$ cat src/hdl/assert_macros.svh
// Assertion macros shared by the block's RTL files.
// Depends on nothing; expects clk and arst_n in the including module.
`ifndef ASSERT_MACROS_SVH
`define ASSERT_MACROS_SVH

// Same-cycle implication, checked on every rising edge outside reset.
`define CSB_ASSERT_IMPL(lbl, ante, cons, msg) \
	lbl: assert property (@(posedge clk) disable iff (!arst_n) (ante) |-> (cons)) \
		else $error(msg);

// Next-cycle implication, checked on every rising edge outside reset.
`define CSB_ASSERT_NEXT(lbl, ante, cons, msg) \
	lbl: assert property (@(posedge clk) disable iff (!arst_n) (ante) |=> (cons)) \
		else $error(msg);

`endif

$ cat src/hdl/csb_pkg.sv
// Package for the carrier-sense burst MAC: field widths, codes, shared types.
// Depends on nothing.
package csb_pkg;

	localparam int HANDLE_W = 8;
	localparam int ADDR_W   = 8;
	localparam int CMD_W    = 3;
	localparam int ACT_W    = 3;
	localparam int STAT_W   = 2;
	localparam int FILL_W   = 5;
	localparam int DRAW_W   = 16;
	localparam int TICKS_W  = 16;
	localparam int TIMER_W  = 17;
	localparam int BURST_W  = 8;
	localparam int RXCNT_W  = 8;
	localparam int CFG_IDX_W  = 3;
	localparam int CFG_DATA_W = 16;

	localparam logic [BURST_W-1:0] BURST_RESET = 8'd10;

	// event commands
	localparam logic [CMD_W-1:0] CMD_UPPER    = 3'd0;
	localparam logic [CMD_W-1:0] CMD_TICK     = 3'd1;
	localparam logic [CMD_W-1:0] CMD_TX_END   = 3'd2;
	localparam logic [CMD_W-1:0] CMD_RX_START = 3'd3;
	localparam logic [CMD_W-1:0] CMD_RX_END   = 3'd4;

	// result actions
	localparam logic [ACT_W-1:0] ACT_NONE         = 3'd0;
	localparam logic [ACT_W-1:0] ACT_START_TX     = 3'd1;
	localparam logic [ACT_W-1:0] ACT_DELIVER      = 3'd2;
	localparam logic [ACT_W-1:0] ACT_DROP_CORRUPT = 3'd3;
	localparam logic [ACT_W-1:0] ACT_DROP_NOTMINE = 3'd4;
	localparam logic [ACT_W-1:0] ACT_DROP_FULL    = 3'd5;

	// status codes on the result port
	localparam logic [STAT_W-1:0] STAT_IDLE  = 2'd0;
	localparam logic [STAT_W-1:0] STAT_SENSE = 2'd1;
	localparam logic [STAT_W-1:0] STAT_TX    = 2'd2;

	// configuration register indexes
	localparam logic [CFG_IDX_W-1:0] REG_QUEUE_LIMIT  = 3'd0;
	localparam logic [CFG_IDX_W-1:0] REG_MAX_BURST    = 3'd1;
	localparam logic [CFG_IDX_W-1:0] REG_FIXED_SENSE  = 3'd2;
	localparam logic [CFG_IDX_W-1:0] REG_RANDOM_SENSE = 3'd3;
	localparam logic [CFG_IDX_W-1:0] REG_OWN_ADDR     = 3'd4;
	localparam logic [CFG_IDX_W-1:0] REG_BCAST_ADDR   = 3'd5;

	typedef enum logic [2:0] {
		ST_IDLE  = 3'b001,
		ST_SENSE = 3'b010,
		ST_TX    = 3'b100
	} csb_state_t;

	// queue request from the controller
	typedef struct packed {
		logic                push;
		logic                pop;
		logic [HANDLE_W-1:0] data;
	} csb_qreq_t;

	// queue status toward the controller
	typedef struct packed {
		logic [FILL_W-1:0]   fill;
		logic                room;
		logic [HANDLE_W-1:0] head_data;
	} csb_qstat_t;

	// one result item
	typedef struct packed {
		logic [ACT_W-1:0]    action;
		logic [HANDLE_W-1:0] handle;
		logic [ADDR_W-1:0]   source;
		logic [STAT_W-1:0]   status;
		logic [FILL_W-1:0]   count;
	} csb_result_t;

	function automatic logic [STAT_W-1:0] status_code(input csb_state_t st);
		logic [STAT_W-1:0] code;
		case (st)
			ST_IDLE:  code = STAT_IDLE;
			ST_SENSE: code = STAT_SENSE;
			ST_TX:    code = STAT_TX;
			default:  code = STAT_IDLE;
		endcase
		return code;
	endfunction

endpackage

$ cat src/hdl/csb_queue.sv
// Transmit FIFO of packet handles: memory, head pointer and fill count.
// Depends on csb_pkg and assert_macros.svh.
`include "assert_macros.svh"

module csb_queue #(
	parameter int QUEUE_DEPTH = 16
) (
	input  logic                          clk,
	input  logic                          arst_n,
	input  logic [csb_pkg::FILL_W-1:0]    queue_limit,
	input  csb_pkg::csb_qreq_t            req,
	output csb_pkg::csb_qstat_t           stat
);
	import csb_pkg::*;

	localparam int AW = (QUEUE_DEPTH > 1) ? $clog2(QUEUE_DEPTH) : 1;
	localparam int SW = ((AW > FILL_W) ? AW : FILL_W) + 1;
	localparam logic [SW-1:0] DEPTH_W = SW'(QUEUE_DEPTH);
	localparam logic [AW-1:0] LAST    = AW'(QUEUE_DEPTH - 1);

	logic [HANDLE_W-1:0] mem [QUEUE_DEPTH];
	logic [HANDLE_W-1:0] rd_q;
	logic [AW-1:0]       head_q, head_d, tail;
	logic [FILL_W-1:0]   fill_q, fill_d;
	logic [SW-1:0]       tail_sum;

	// tail = (head + fill) mod depth; sum stays below twice the depth
	always_comb begin
		tail_sum = SW'(head_q) + SW'(fill_q);
		if (tail_sum >= DEPTH_W)
			tail_sum = tail_sum - DEPTH_W;
		tail = tail_sum[AW-1:0];
	end

	always_comb begin
		head_d = head_q;
		if (req.pop)
			head_d = (head_q == LAST) ? '0 : head_q + AW'(1);
		fill_d = fill_q + FILL_W'(req.push) - FILL_W'(req.pop);
	end

	always_ff @(posedge clk or negedge arst_n) begin
		if (!arst_n) begin
			head_q <= '0;
			fill_q <= '0;
		end else begin
			head_q <= head_d;
			fill_q <= fill_d;
		end
	end

	// one write port, one registered read port following the next head
	always_ff @(posedge clk) begin
		if (req.push)
			mem[tail] <= req.data;
	end

	always_ff @(posedge clk) begin
		if (req.push && (tail == head_d))
			rd_q <= req.data;
		else
			rd_q <= mem[head_d];
	end

	assign stat.fill      = fill_q;
	assign stat.head_data = rd_q;
	assign stat.room      = (fill_q < queue_limit) && (SW'(fill_q) < DEPTH_W);

	`CSB_ASSERT_IMPL(a_pop_nonempty, req.pop, fill_q != '0, "pop from empty queue")
	`CSB_ASSERT_IMPL(a_push_room, req.push, stat.room, "push without room")
	`CSB_ASSERT_IMPL(a_fill_bound, 1'b1, SW'(fill_q) <= DEPTH_W, "fill above depth")

endmodule

$ cat src/hdl/csb_ctrl.sv
// MAC control: status, sensing timer, burst and reception counters, result build.
// Depends on csb_pkg and assert_macros.svh.
`include "assert_macros.svh"

module csb_ctrl (
	input  logic                           clk,
	input  logic                           arst_n,
	input  logic                           valid_s1,
	input  logic [csb_pkg::CMD_W-1:0]      command_s1,
	input  logic [csb_pkg::HANDLE_W-1:0]   handle_s1,
	input  logic [csb_pkg::ADDR_W-1:0]     dest_s1,
	input  logic [csb_pkg::ADDR_W-1:0]     source_s1,
	input  logic                           corrupt_s1,
	input  logic [csb_pkg::DRAW_W-1:0]     draw_s1,
	input  logic [csb_pkg::BURST_W-1:0]    max_burst,
	input  logic [csb_pkg::TICKS_W-1:0]    fixed_sense_ticks,
	input  logic [csb_pkg::TICKS_W-1:0]    random_sense_ticks,
	input  logic [csb_pkg::ADDR_W-1:0]     own_address,
	input  logic [csb_pkg::ADDR_W-1:0]     broadcast_address,
	input  csb_pkg::csb_qstat_t            qstat,
	output csb_pkg::csb_qreq_t             qreq,
	output csb_pkg::csb_result_t           result
);
	import csb_pkg::*;

	csb_state_t          state_q, state_d;
	logic [TIMER_W-1:0]  timer_q, timer_d;
	logic [BURST_W-1:0]  burst_q, burst_d, burst_inc, send_b;
	logic [RXCNT_W-1:0]  rx_q, rx_d;
	logic [2*TICKS_W-1:0] prod;
	logic [TIMER_W-1:0]  load_sum, load;
	logic                attempt;

	// sensing load: fixed + floor(draw * span / 65536), at least one tick
	always_comb begin
		prod     = (2*TICKS_W)'(draw_s1) * (2*TICKS_W)'(random_sense_ticks);
		load_sum = {1'b0, fixed_sense_ticks} + {1'b0, prod[2*TICKS_W-1:TICKS_W]};
		load     = (load_sum == '0) ? TIMER_W'(1) : load_sum;
	end

	assign burst_inc = (burst_q == '1) ? burst_q : burst_q + BURST_W'(1);

	always_comb begin
		state_d = state_q;
		timer_d = timer_q;
		burst_d = burst_q;
		rx_d    = rx_q;
		attempt = 1'b0;
		send_b  = burst_inc;
		qreq    = '0;
		qreq.data = handle_s1;
		result.action = ACT_NONE;
		result.handle = '0;
		result.source = '0;

		if (valid_s1) begin
			case (command_s1)
				CMD_UPPER: begin
					if (qstat.room) begin
						qreq.push = 1'b1;
					end else begin
						result.action = ACT_DROP_FULL;
						result.handle = handle_s1;
					end
					if (state_q == ST_IDLE) begin
						rx_d    = '0;
						state_d = ST_SENSE;
						timer_d = load;
					end
				end
				CMD_TICK: begin
					if (state_q == ST_SENSE) begin
						if (timer_q > TIMER_W'(1)) begin
							timer_d = timer_q - TIMER_W'(1);
						end else begin
							timer_d = '0;
							burst_d = '0;
							send_b  = '0;
							if (rx_q != '0) begin
								rx_d    = '0;
								timer_d = load;
							end else begin
								state_d = ST_TX;
								attempt = 1'b1;
							end
						end
					end
				end
				CMD_TX_END: begin
					if (state_q == ST_TX) begin
						burst_d = burst_inc;
						attempt = 1'b1;
					end
				end
				CMD_RX_START: begin
					if (rx_q != '1)
						rx_d = rx_q + RXCNT_W'(1);
				end
				CMD_RX_END: begin
					result.handle = handle_s1;
					result.source = source_s1;
					if (corrupt_s1)
						result.action = ACT_DROP_CORRUPT;
					else if (dest_s1 != own_address && dest_s1 != broadcast_address)
						result.action = ACT_DROP_NOTMINE;
					else
						result.action = ACT_DELIVER;
				end
				default: begin
				end
			endcase

			// send attempt: empty -> idle, room in burst -> pop, else sense anew
			if (attempt) begin
				if (qstat.fill == '0) begin
					state_d = ST_IDLE;
				end else if (send_b < max_burst) begin
					qreq.pop      = 1'b1;
					result.action = ACT_START_TX;
					result.handle = qstat.head_data;
				end else begin
					state_d = ST_SENSE;
					rx_d    = '0;
					timer_d = load;
				end
			end
		end

		result.status = status_code(state_d);
		result.count  = qstat.fill + FILL_W'(qreq.push) - FILL_W'(qreq.pop);
	end

	always_ff @(posedge clk or negedge arst_n) begin
		if (!arst_n) begin
			state_q <= ST_IDLE;
			timer_q <= '0;
			burst_q <= BURST_RESET;
			rx_q    <= '0;
		end else begin
			state_q <= state_d;
			timer_q <= timer_d;
			burst_q <= burst_d;
			rx_q    <= rx_d;
		end
	end

	`CSB_ASSERT_IMPL(a_sense_timer, state_q == ST_SENSE, timer_q != '0, "sensing with zero timer")
	`CSB_ASSERT_IMPL(a_tx_state, result.action == ACT_START_TX, state_d == ST_TX,
		"transmit start outside transmitting")
	`CSB_ASSERT_NEXT(a_idle_hold, !valid_s1, $stable(state_q) && $stable(timer_q),
		"state moved without an event")

endmodule

$ cat src/hdl/carrier_sense_burst_mac_top.sv
// Top level of the carrier-sense burst MAC: config registers, event and result registers.
// Depends on csb_pkg, csb_queue, csb_ctrl and assert_macros.svh.
//
// Usage:
// - Events enter on start with command and its fields; a transfer takes place
//   at each rising edge with start high and busy low. busy stays low, so one
//   event can be given on every clock.
// - Each event gives exactly one result: done is high for one cycle with
//   action, out_handle, out_source, status and queue_count. The receiver
//   cannot stall; results are taken as they come.
// - An event goes through the event register, then the result register that
//   drives the outputs with done. Throughput: one event per cycle. The event
//   register feeds one pass of control logic (one 16x16 multiply for the
//   sensing load, one queue access) whose state updates land by the next edge.
// - Configuration: cfg_we, cfg_index, cfg_wdata write one register per edge; the user
//   writes only while no event is in flight (unenforced). Indexes past the list are ignored.
// - Reset (arst_n low): status idle, queue empty, burst count 10, timer and
//   reception count zero, registers at their defaults. No clearing pass:
//   queue entries are only read after being written.
`include "assert_macros.svh"

module carrier_sense_burst_mac_top #(
	parameter int QUEUE_DEPTH = 16
) (
	input  logic                              clk,
	input  logic                              arst_n,
	input  logic                              start,
	output logic                              busy,
	input  logic [csb_pkg::CMD_W-1:0]         command,
	input  logic [csb_pkg::HANDLE_W-1:0]      packet_handle,
	input  logic [csb_pkg::ADDR_W-1:0]        dest_address,
	input  logic [csb_pkg::ADDR_W-1:0]        source_address,
	input  logic                              corrupt,
	input  logic [csb_pkg::DRAW_W-1:0]        random_draw,
	input  logic                              cfg_we,
	input  logic [csb_pkg::CFG_IDX_W-1:0]     cfg_index,
	input  logic [csb_pkg::CFG_DATA_W-1:0]    cfg_wdata,
	output logic                              done,
	output logic [csb_pkg::ACT_W-1:0]         action,
	output logic [csb_pkg::HANDLE_W-1:0]      out_handle,
	output logic [csb_pkg::ADDR_W-1:0]        out_source,
	output logic [csb_pkg::STAT_W-1:0]        status,
	output logic [csb_pkg::FILL_W-1:0]        queue_count
);
	import csb_pkg::*;

	// configuration registers
	logic [FILL_W-1:0]  queue_limit_q;
	logic [BURST_W-1:0] max_burst_q;
	logic [TICKS_W-1:0] fixed_sense_q;
	logic [TICKS_W-1:0] random_sense_q;
	logic [ADDR_W-1:0]  own_addr_q;
	logic [ADDR_W-1:0]  bcast_addr_q;

	// event register
	logic                valid_s1;
	logic [CMD_W-1:0]    command_s1;
	logic [HANDLE_W-1:0] handle_s1;
	logic [ADDR_W-1:0]   dest_s1;
	logic [ADDR_W-1:0]   source_s1;
	logic                corrupt_s1;
	logic [DRAW_W-1:0]   draw_s1;

	// result register
	logic        done_q;
	csb_result_t result_c, result_q;

	csb_qreq_t  qreq;
	csb_qstat_t qstat;

	assign busy = 1'b0;

	always_ff @(posedge clk or negedge arst_n) begin
		if (!arst_n) begin
			queue_limit_q  <= FILL_W'(16);
			max_burst_q    <= BURST_W'(10);
			fixed_sense_q  <= TICKS_W'(1);
			random_sense_q <= TICKS_W'(1);
			own_addr_q     <= '0;
			bcast_addr_q   <= '1;
		end else if (cfg_we) begin
			case (cfg_index)
				REG_QUEUE_LIMIT:  queue_limit_q  <= cfg_wdata[FILL_W-1:0];
				REG_MAX_BURST:    max_burst_q    <= cfg_wdata[BURST_W-1:0];
				REG_FIXED_SENSE:  fixed_sense_q  <= cfg_wdata[TICKS_W-1:0];
				REG_RANDOM_SENSE: random_sense_q <= cfg_wdata[TICKS_W-1:0];
				REG_OWN_ADDR:     own_addr_q     <= cfg_wdata[ADDR_W-1:0];
				REG_BCAST_ADDR:   bcast_addr_q   <= cfg_wdata[ADDR_W-1:0];
				default: begin
				end
			endcase
		end
	end

	// event transfer: start with busy low
	always_ff @(posedge clk or negedge arst_n) begin
		if (!arst_n)
			valid_s1 <= 1'b0;
		else
			valid_s1 <= start && !busy;
	end

	always_ff @(posedge clk) begin
		if (start && !busy) begin
			command_s1 <= command;
			handle_s1  <= packet_handle;
			dest_s1    <= dest_address;
			source_s1  <= source_address;
			corrupt_s1 <= corrupt;
			draw_s1    <= random_draw;
		end
	end

	csb_queue #(
		.QUEUE_DEPTH(QUEUE_DEPTH)
	) u_queue (
		.clk         (clk),
		.arst_n      (arst_n),
		.queue_limit (queue_limit_q),
		.req         (qreq),
		.stat        (qstat)
	);

	csb_ctrl u_ctrl (
		.clk                (clk),
		.arst_n             (arst_n),
		.valid_s1           (valid_s1),
		.command_s1         (command_s1),
		.handle_s1          (handle_s1),
		.dest_s1            (dest_s1),
		.source_s1          (source_s1),
		.corrupt_s1         (corrupt_s1),
		.draw_s1            (draw_s1),
		.max_burst          (max_burst_q),
		.fixed_sense_ticks  (fixed_sense_q),
		.random_sense_ticks (random_sense_q),
		.own_address        (own_addr_q),
		.broadcast_address  (bcast_addr_q),
		.qstat              (qstat),
		.qreq               (qreq),
		.result             (result_c)
	);

	always_ff @(posedge clk or negedge arst_n) begin
		if (!arst_n)
			done_q <= 1'b0;
		else
			done_q <= valid_s1;
	end

	always_ff @(posedge clk) begin
		if (valid_s1)
			result_q <= result_c;
	end

	assign done        = done_q;
	assign action      = result_q.action;
	assign out_handle  = result_q.handle;
	assign out_source  = result_q.source;
	assign status      = result_q.status;
	assign queue_count = result_q.count;

	`CSB_ASSERT_NEXT(a_one_result, valid_s1, done, "event without result")
	`CSB_ASSERT_NEXT(a_no_extra, !valid_s1, !done, "result without event")

endmodule
$ cat config.mk
export PLATFORM = sky130hd
export DESIGN_NAME = carrier_sense_burst_mac_top
export DESIGN_NICKNAME = d
export VERILOG_FILES = /design/src/hdl/csb_pkg.sv /design/src/hdl/csb_queue.sv /design/src/hdl/csb_ctrl.sv /design/src/hdl/carrier_sense_burst_mac_top.sv
export VERILOG_INCLUDE_DIRS = /design/src /design/src/hdl
export SDC_FILE = /design/constraint.sdc
export NUM_CORES = 1
export LEC_CHECK = 0
export ABC_CLOCK_PERIOD_IN_PS = 22400
export BUFFER_PORTS_ARGS = -buffer_cell sky130_fd_sc_hd__buf_2
export CAP_MARGIN = 20
export CELL_PAD_IN_SITES_DETAIL_PLACEMENT = 1
export CELL_PAD_IN_SITES_GLOBAL_PLACEMENT = 1
export CORE_AREA = 2 2 183 275
export CTS_CLUSTER_DIAMETER = 100
export DETAILED_ROUTE_END_ITERATION = 16
export DIE_AREA = 0 0 185 277
export GPL_TIMING_DRIVEN = 0
export PLACE_DENSITY = 0.81
export SYNTH_ARGS = -nofsm -noshare
export SYNTH_HDL_FRONTEND = slang
export SYNTH_SLANG_ARGS = --single-unit
$ cat constraint.sdc
create_clock -name clk -period 22.4 [get_ports clk]
set_input_delay 1.12 -clock clk [delete_from_list [all_inputs] [get_ports clk]]
set_output_delay 1.12 -clock clk [all_outputs]
set_load 0.02 [all_outputs]
# After elaboration in Yosys (flattened, before gate mapping)
# Memory sizes are Yosys's and may differ from the RTL's. A register that Yosys moved wholly into a read port is not among the register bits.
# Index checks and enable logic that the tools add are counted.
dict set report totals {
  ram_bits 128
  register_bits 178
  mem_count 1
  output_inout_bits 28
}
dict set report op_classes {
  n_addsub 9
  n_reduce_logical 15
  order_cmp 5
  multipliers 1
  n_mux 61
  n_eq_ne 22
}
# memory words word_bits read_ports rd_ports_with_merged_regs write_ports line
set memory_table {}
lappend memory_table {u_queue.mem 16 8 1 1 1 csb_queue.sv:21} ;# logic [HANDLE_W-1:0] mem [QUEUE_DEPTH];
# op n
set ops {}
lappend ops {{17-bit 2-to-1 mux} 8}
lappend ops {{8-bit 2-to-1 mux} 16}
lappend ops {{11-bit 2-to-1 mux} 4}
lappend ops {{17-bit one-hot mux with 2 select lines} 1}
lappend ops {{16-bit by 16-bit multiplier with 32-bit output} 1}
lappend ops {{3-bit 2-to-1 mux} 10}
lappend ops {{8-bit one-hot mux with 3 select lines} 1}
lappend ops {{11-bit one-hot mux with 2 select lines} 1}
lappend ops {{3-bit by 2-bit equality test with 1-bit output, second input constant} 6}
lappend ops {{16-bit by 16-bit adder with 17-bit output} 1}
lappend ops {{17-bit by 1-bit greater-than comparator with 1-bit output, second input constant} 1}
lappend ops {{17-bit zero test} 1}
lappend ops {{17-bit by 1-bit subtractor with 17-bit output, second input constant} 1}
lappend ops {{8-bit by 1-bit adder with 8-bit output, second input constant} 2}
lappend ops {{8-bit != test} 2}
lappend ops {{8-bit one-hot mux with 2 select lines} 1}
lappend ops {{3-bit equality test, second input constant} 5}
lappend ops {{1-bit 2-to-1 mux} 12}
lappend ops {{4-bit 2-to-1 mux} 3}
lappend ops {{2-bit AND reduction} 6}
lappend ops {{3-bit by 1-bit equality test with 1-bit output, second input constant} 3}
lappend ops {{8-bit equality test, second input constant} 1}
lappend ops {{8-bit less-than comparator} 1}
lappend ops {{8-bit != test, second input constant} 1}
lappend ops {{other kinds (21)} 24}

# Longest topological paths before layout
dict set report logic_depth {
  ltp_word 13
  mapped_depth 33
  mapped_depth_nobuf 30
}

# Hierarchy
# From an unflattened synthesis, not the netlist that was laid out.
dict set report hier_totals {
  cells_unflattened 1993
  hier_area_um2 22604.2
}
# mod cells_each area_each_um2 instances
set by_module_without_submodules {}
lappend by_module_without_submodules {csb_ctrl 1487 12253.0 1}
lappend by_module_without_submodules {csb_queue 299 5796.8 1}
lappend by_module_without_submodules {carrier_sense_burst_mac_top 207 4554.4 1}

# Worst setup path after synthesis
# No wires, ideal clock.
dict set report synth_timing {
  kind {register to register}
  from {register random_sense_q[1]}
  to {register u_ctrl.timer_q[0]}
  t_required_ns 22.334
  setup_ns 0.066
  setup_slack_ns 14.552
  synth_period_minus_slack_ns 7.848
  t_arrival_ns 7.781
  stages_incl_launch_ff 30
  cell_sequence {dfrtp_1 clkbuf_1 nand2_1 fa_1 fa_1 fa_1 fa_1 inv_1 fa_1 inv_1 fa_1 inv_1 ha_1 a211o_1 a2111oi_0 o21ai_0 a21oi_1 o21ai_0 a31o_2 a21oi_1 xnor2_1 ha_1 a21o_1 or4_1 o32ai_1 xor2_1 nand4bb_1 nor4_1 a41o_1 a41o_1}
}
dict set report synth_via {
  elab_chain_cells 11
  word_cells_on_any_way 12
  classes_between {add/sub: 1; mul: 1; mux: 9; reduce/logical: 1}
}
# item line
set synth_lines {}
lappend synth_lines {{start: declaration} carrier_sense_burst_mac_top.sv:51} ;# logic [TICKS_W-1:0] random_sense_q;
lappend synth_lines {{start signal: assignment} carrier_sense_burst_mac_top.sv:86} ;# REG_RANDOM_SENSE: random_sense_q <= cfg_wdata[TICKS_W-1:0];
lappend synth_lines {{16-bit by 16-bit multiplier with 32-bit output (*)} csb_ctrl.sv:36} ;# prod = (2*TICKS_W)'(draw_s1) * (2*TICKS_W)'(random_sense_ticks);
lappend synth_lines {{16-bit by 16-bit adder with 17-bit output (*)} csb_ctrl.sv:37} ;# load_sum = {1'b0, fixed_sense_ticks} + {1'b0, prod[2*TICKS_W-1:TICKS_W]};
lappend synth_lines {{17-bit zero test} csb_ctrl.sv:38} ;# load = (load_sum == '0) ? TIMER_W'(1) : load_sum;
lappend synth_lines {{17-bit 2-to-1 mux (*)} csb_ctrl.sv:38}
lappend synth_lines {{17-bit 2-to-1 mux} csb_ctrl.sv:79} ;# if (rx_q != '0) begin
lappend synth_lines {{17-bit 2-to-1 mux} csb_ctrl.sv:73} ;# if (timer_q > TIMER_W'(1)) begin
lappend synth_lines {{17-bit 2-to-1 mux} csb_ctrl.sv:72} ;# if (state_q == ST_SENSE) begin
lappend synth_lines {{17-bit one-hot mux with 2 select lines} csb_ctrl.sv:57} ;# case (command_s1)
lappend synth_lines {{17-bit 2-to-1 mux} csb_ctrl.sv:117} ;# end else if (send_b < max_burst) begin
lappend synth_lines {{17-bit 2-to-1 mux} csb_ctrl.sv:115} ;# if (qstat.fill == '0) begin
lappend synth_lines {{17-bit 2-to-1 mux (*)} csb_ctrl.sv:114} ;# if (attempt) begin
lappend synth_lines {{end signal: assignment} csb_ctrl.sv:141} ;# timer_q <= timer_d;
lappend synth_lines {{end: declaration} csb_ctrl.sv:27} ;# logic [TIMER_W-1:0] timer_q, timer_d;
# Every way passes the cells marked *; elsewhere a longest branch is shown, timed or not.
# A chain may end at the register's enable or synchronous reset.

# Worst setup path after layout
dict set report layout_timing {
  from {register draw_s1[9]}
  to {register u_ctrl.timer_q[0]}
}
dict set report layout_via {
  elab_chain_cells 11
  word_cells_on_any_way 12
  classes_between {add/sub: 1; mul: 1; mux: 9; reduce/logical: 1}
}
# item line
set layout_lines {}
lappend layout_lines {{start: declaration} carrier_sense_burst_mac_top.sv:62} ;# logic [DRAW_W-1:0] draw_s1;
lappend layout_lines {{start signal: assignment} carrier_sense_burst_mac_top.sv:110} ;# draw_s1 <= random_draw;
lappend layout_lines {{16-bit by 16-bit multiplier with 32-bit output (*)} csb_ctrl.sv:36}
lappend layout_lines {{16-bit by 16-bit adder with 17-bit output (*)} csb_ctrl.sv:37}
lappend layout_lines {{17-bit zero test} csb_ctrl.sv:38}
lappend layout_lines {{17-bit 2-to-1 mux (*)} csb_ctrl.sv:38}
lappend layout_lines {{17-bit 2-to-1 mux} csb_ctrl.sv:79}
lappend layout_lines {{17-bit 2-to-1 mux} csb_ctrl.sv:73}
lappend layout_lines {{17-bit 2-to-1 mux} csb_ctrl.sv:72}
lappend layout_lines {{17-bit one-hot mux with 2 select lines} csb_ctrl.sv:57}
lappend layout_lines {{17-bit 2-to-1 mux} csb_ctrl.sv:117}
lappend layout_lines {{17-bit 2-to-1 mux} csb_ctrl.sv:115}
lappend layout_lines {{17-bit 2-to-1 mux (*)} csb_ctrl.sv:114}
# Marked as above.

==> results by group <==
Run status
  – Status: complete, no violations

STA
  – Setup TNS: 0 ps
  – Final setup viols: 0
  – Max_slew headroom: 25.9%
  – Slew Viols, Final: 0
  – Least-Margin Pin Slew: between 1000 and 1500 ps
  – Period utilisation layout: 43.4%
  – Final Hold Vio Count: 0
  – Unrepaired setup endpoints after global routing: false
  – Fmax achieved: 0.103 GHz
  – Final Skew: about 26 ps
  – Tmin final: 9720 ps

Placed design
  – Detailed placement HPWL: 49000 um
  – I/O Buffers: between 90 and 100
  – Placer Congestion: about 0.90

Yosys
  – Cells after Synth: roughly 2.0k
  – Post-synthesis async set-or-reset flop share: between 30% and 40%
  – Post-synth EDFFs: around 200
  – Ys flop type: edfxtp_1
  – Mapped cell area: around 0.022 mm2
  – Syn Nets: around 2.4k
  – Yosys reg bits: 310
  – Register area share after synthesis: approximately 39%
  – Syn Area/Cell: 11.4 um2
  – YS warnings: 0
  – Netlist cell types: between 80 and 90

CTS
  – PostCTS Resize Cnt: 0
  – Max Buffers Root-to-Sink: 3
  – Worst skew pair latency: roughly 600 ps
  – Num CTS Buffers: 31
  – Num Clock Sinks: 310
  – Post-CTS Setup Bufs: 0
  – CTS tree: built
  – Root Buffer: clkbuf_16
  – CTS Hold Bufs: 0
  – H-tree Lvls: 1
  – Clock Pin Slew Worst Setup and Hold Paths: 70 ps

Critical path
  – CP startpoint kind: flip-flop
  – Crit Path Category: flip-flop to flip-flop
  – Worst path slowest cell: clkbuf_1
  – Worst setup EP type: flip-flop
  – Worst Path Required: roughly 23000 ps
  – Crit Path Max Fanout: 10
  – Worst Path Buf+Inv: 5
  – Crit path largest cell delay: roughly 670 ps
  – Crit path top cell by count: fa_1
  – CP delay by family, top: adder cells
  – Worst EP arrival: a little over 10000 ps

Floorplanning
  – Effective utilization at floorplan: a little under half
  – I/O pin count: 95
  – DIE WIDTH: between 150 and 200 um
  – Total die area: 0.0512 mm2
  – Die height: 277 um
  – Rows: 100
  – Core area: about 0.049 mm2

Layout
  – Commonest non-fill, non-tap cell in the layout: inv_1
  – Syn-to-layout area delta: 10.9%
  – Proportion of layout cells with a drive suffix above 1: between 10% and 20%
  – Most frequent cells in the layout: inv_1 (265), nand2_1 (214), edfxtp_1 (198), fa_1 (196), ha_1 (143)
  – Post-layout nets: between 2k and 2.5k
  – Fillers: roughly 5.3k

Route
  – DR WL/cell: ~23 um
  – Antenna-violating nets left: 0
  – Via-per-instance ratio: 5.58
  – Via Count: 15.4k
  – Iteration-0 DRC Markers: around 920
  – DR pass1 iterations: 5
  – Routed WL: around 63000 um
  – DRC Markers: 0

Run
  – Max-cap check violation count: 0

Global routing
  – Initial antenna violation count: 0
  – Largest net degree at the start of global routing: 93
  – Overflow after GRT: 0
  – GRT Total Usage: 25.3%
  – First-pass GRT wire length: between 90000 and 100000 um
  – Vias in the first global route: approximately 18k

Hold path
  – HP Class: primary input to async pin
-- synthesized netlist by cell type (all sizes together), types with 8 or more instances --
| cell | number | area share, % |
|---|---|---|
| inv | 265 | 4.5 |
| nand2 | 214 | 3.6 |
| edfxtp | 198 | 27 |
| fa | 196 | 18 |
| ha | 143 | 8.1 |
| and2 | 115 | 3.2 |
| dfrtp | 92 | 10 |
| nor2 | 87 | 1.5 |
| o21ai | 81 | 1.9 |
| a21oi | 64 | 1.4 |
| clkbuf | 62 | 1.1 |
| mux2 | 52 | 2.6 |
| mux4 | 40 | 4.1 |
| xnor2 | 39 | 1.5 |
| xor2 | 29 | 1.1 |
| nor3 | 20 | 0.50 |
| a21o | 16 | 0.54 |
| dfstp | 16 | 1.9 |
| and3 | 13 | 0.37 |
| nand3 | 13 | 0.29 |
| or3 | 13 | 0.39 |
| buf | 12 | 0.33 |
| nand2b | 9 | 0.25 |
| nand4 | 9 | 0.25 |
| nor4 | 9 | 0.28 |
| a31oi | 8 | 0.23 |
-- routing by layer --
metal	part of all wire, %	vias to the layer above	global-route usage [%]
li1	-	6865	-
met1	34	7955	26.2
met2	56	444	49.1
met4	5.3	0	12.2
met3	4.5	177	3.30
met5	0	-	0
-- cell families (layout without fill, tap and decap cells) --
group | after synthesis | in the layout | synth area share [%]
flip-flops | 310 | 310 | 39.4
AO/OA/AOI/OAI | 253 | 253 | 7.25
adder cells (fa/ha/maj) | 339 | 339 | 25.7
XOR/XNOR | 68 | 68 | 2.68
other | 1 | 3 | 0.0169
buffers and inverters | 340 | 492 | 5.88
multiplexers | 94 | 94 | 6.78
AND/OR/NAND/NOR | 545 | 545 | 12.3
-- per-stage QoR --
stage	util, %	hold slack (ps)	worst slack, ps	std cells	area, um2
6_report	50.2	363	12680	2767	24600
5_1_grt	50.2	353	12050	2765	24600
4_1_cts	50.2	335	12680	2765	24600
3_5_place_dp	48.1	507	12740	2709	23600
3_3_place_gp	47.9	497	12810	2704	23500
2_1_floorplan	-	480	14550	1950	22200
-- layout make-up --
cell class                 count  area (um2)  share of cell area, %
sequential                   310        8750                   35.5
clock buffer                  34         787                   3.19
buffer                        74         308                   1.25
tap                          663         830                   3.37
multi-input combinational   1300       12200                   49.4
clock inverter                22         245                  0.996
antenna                        2        5.00                 0.0203
inverter                     266         998                   4.05
timing repair buffer          96         552                   2.24
-- registers in the layout (all words and copies together) (netlist names), 5 cells and up, named ones only --
register,cells
u_ctrl.timer_q,17
source_s1,8
max_burst_q,8
u_ctrl.rx_q,8
out_handle,8
out_source,8
bcast_addr_q,8
draw_s1,16
u_ctrl.burst_q,8
own_addr_q,8
u_queue.fill_q,5
dest_s1,8
handle_s1,8
random_sense_q,16
queue_limit_q,5
queue_count,5
u_queue.mem,128
fixed_sense_q,16
-- worst paths after layout --
path | startpoint | to | slack (ps) | depth (start not counted)
max | draw_s1[9]$_DFFE_PP_ | u_ctrl.timer_q[0]$_DFFE_PN0P_ | 12680 | 30
max reg2reg | draw_s1[9]$_DFFE_PP_ | u_ctrl.timer_q[0]$_DFFE_PN0P_ | 12680 | 30
min reg2reg | queue_limit_q[0]$_DFFE_PN0P_ | queue_limit_q[0]$_DFFE_PN0P_ | 520 | 1
min in group clk | queue_limit_q[0]$_DFFE_PN0P_ | queue_limit_q[0]$_DFFE_PN0P_ | 520 | 1
min | arst_n | fixed_sense_q[15]$_DFFE_PN0P_ | 360 | 1
max in group asynchronous | arst_n | bcast_addr_q[4]$_DFFE_PN1P_ | 21290 | 2
-- worst reg2reg max path: cells and delay by family (launching register included) --
family                   cells  cell delay [ps]
adder cells (fa/ha/maj)      8             3800
AO/OA/AOI/OAI               13             3390
XOR/XNOR                     1              290
flip-flops                   1              580
AND/OR/NAND/NOR              3              550
buffers and inverters        5             1030
Power is left out: the tool's default activity adds up to more than one toggle a clock period on the data nets, which glitch-free logic cannot reach.
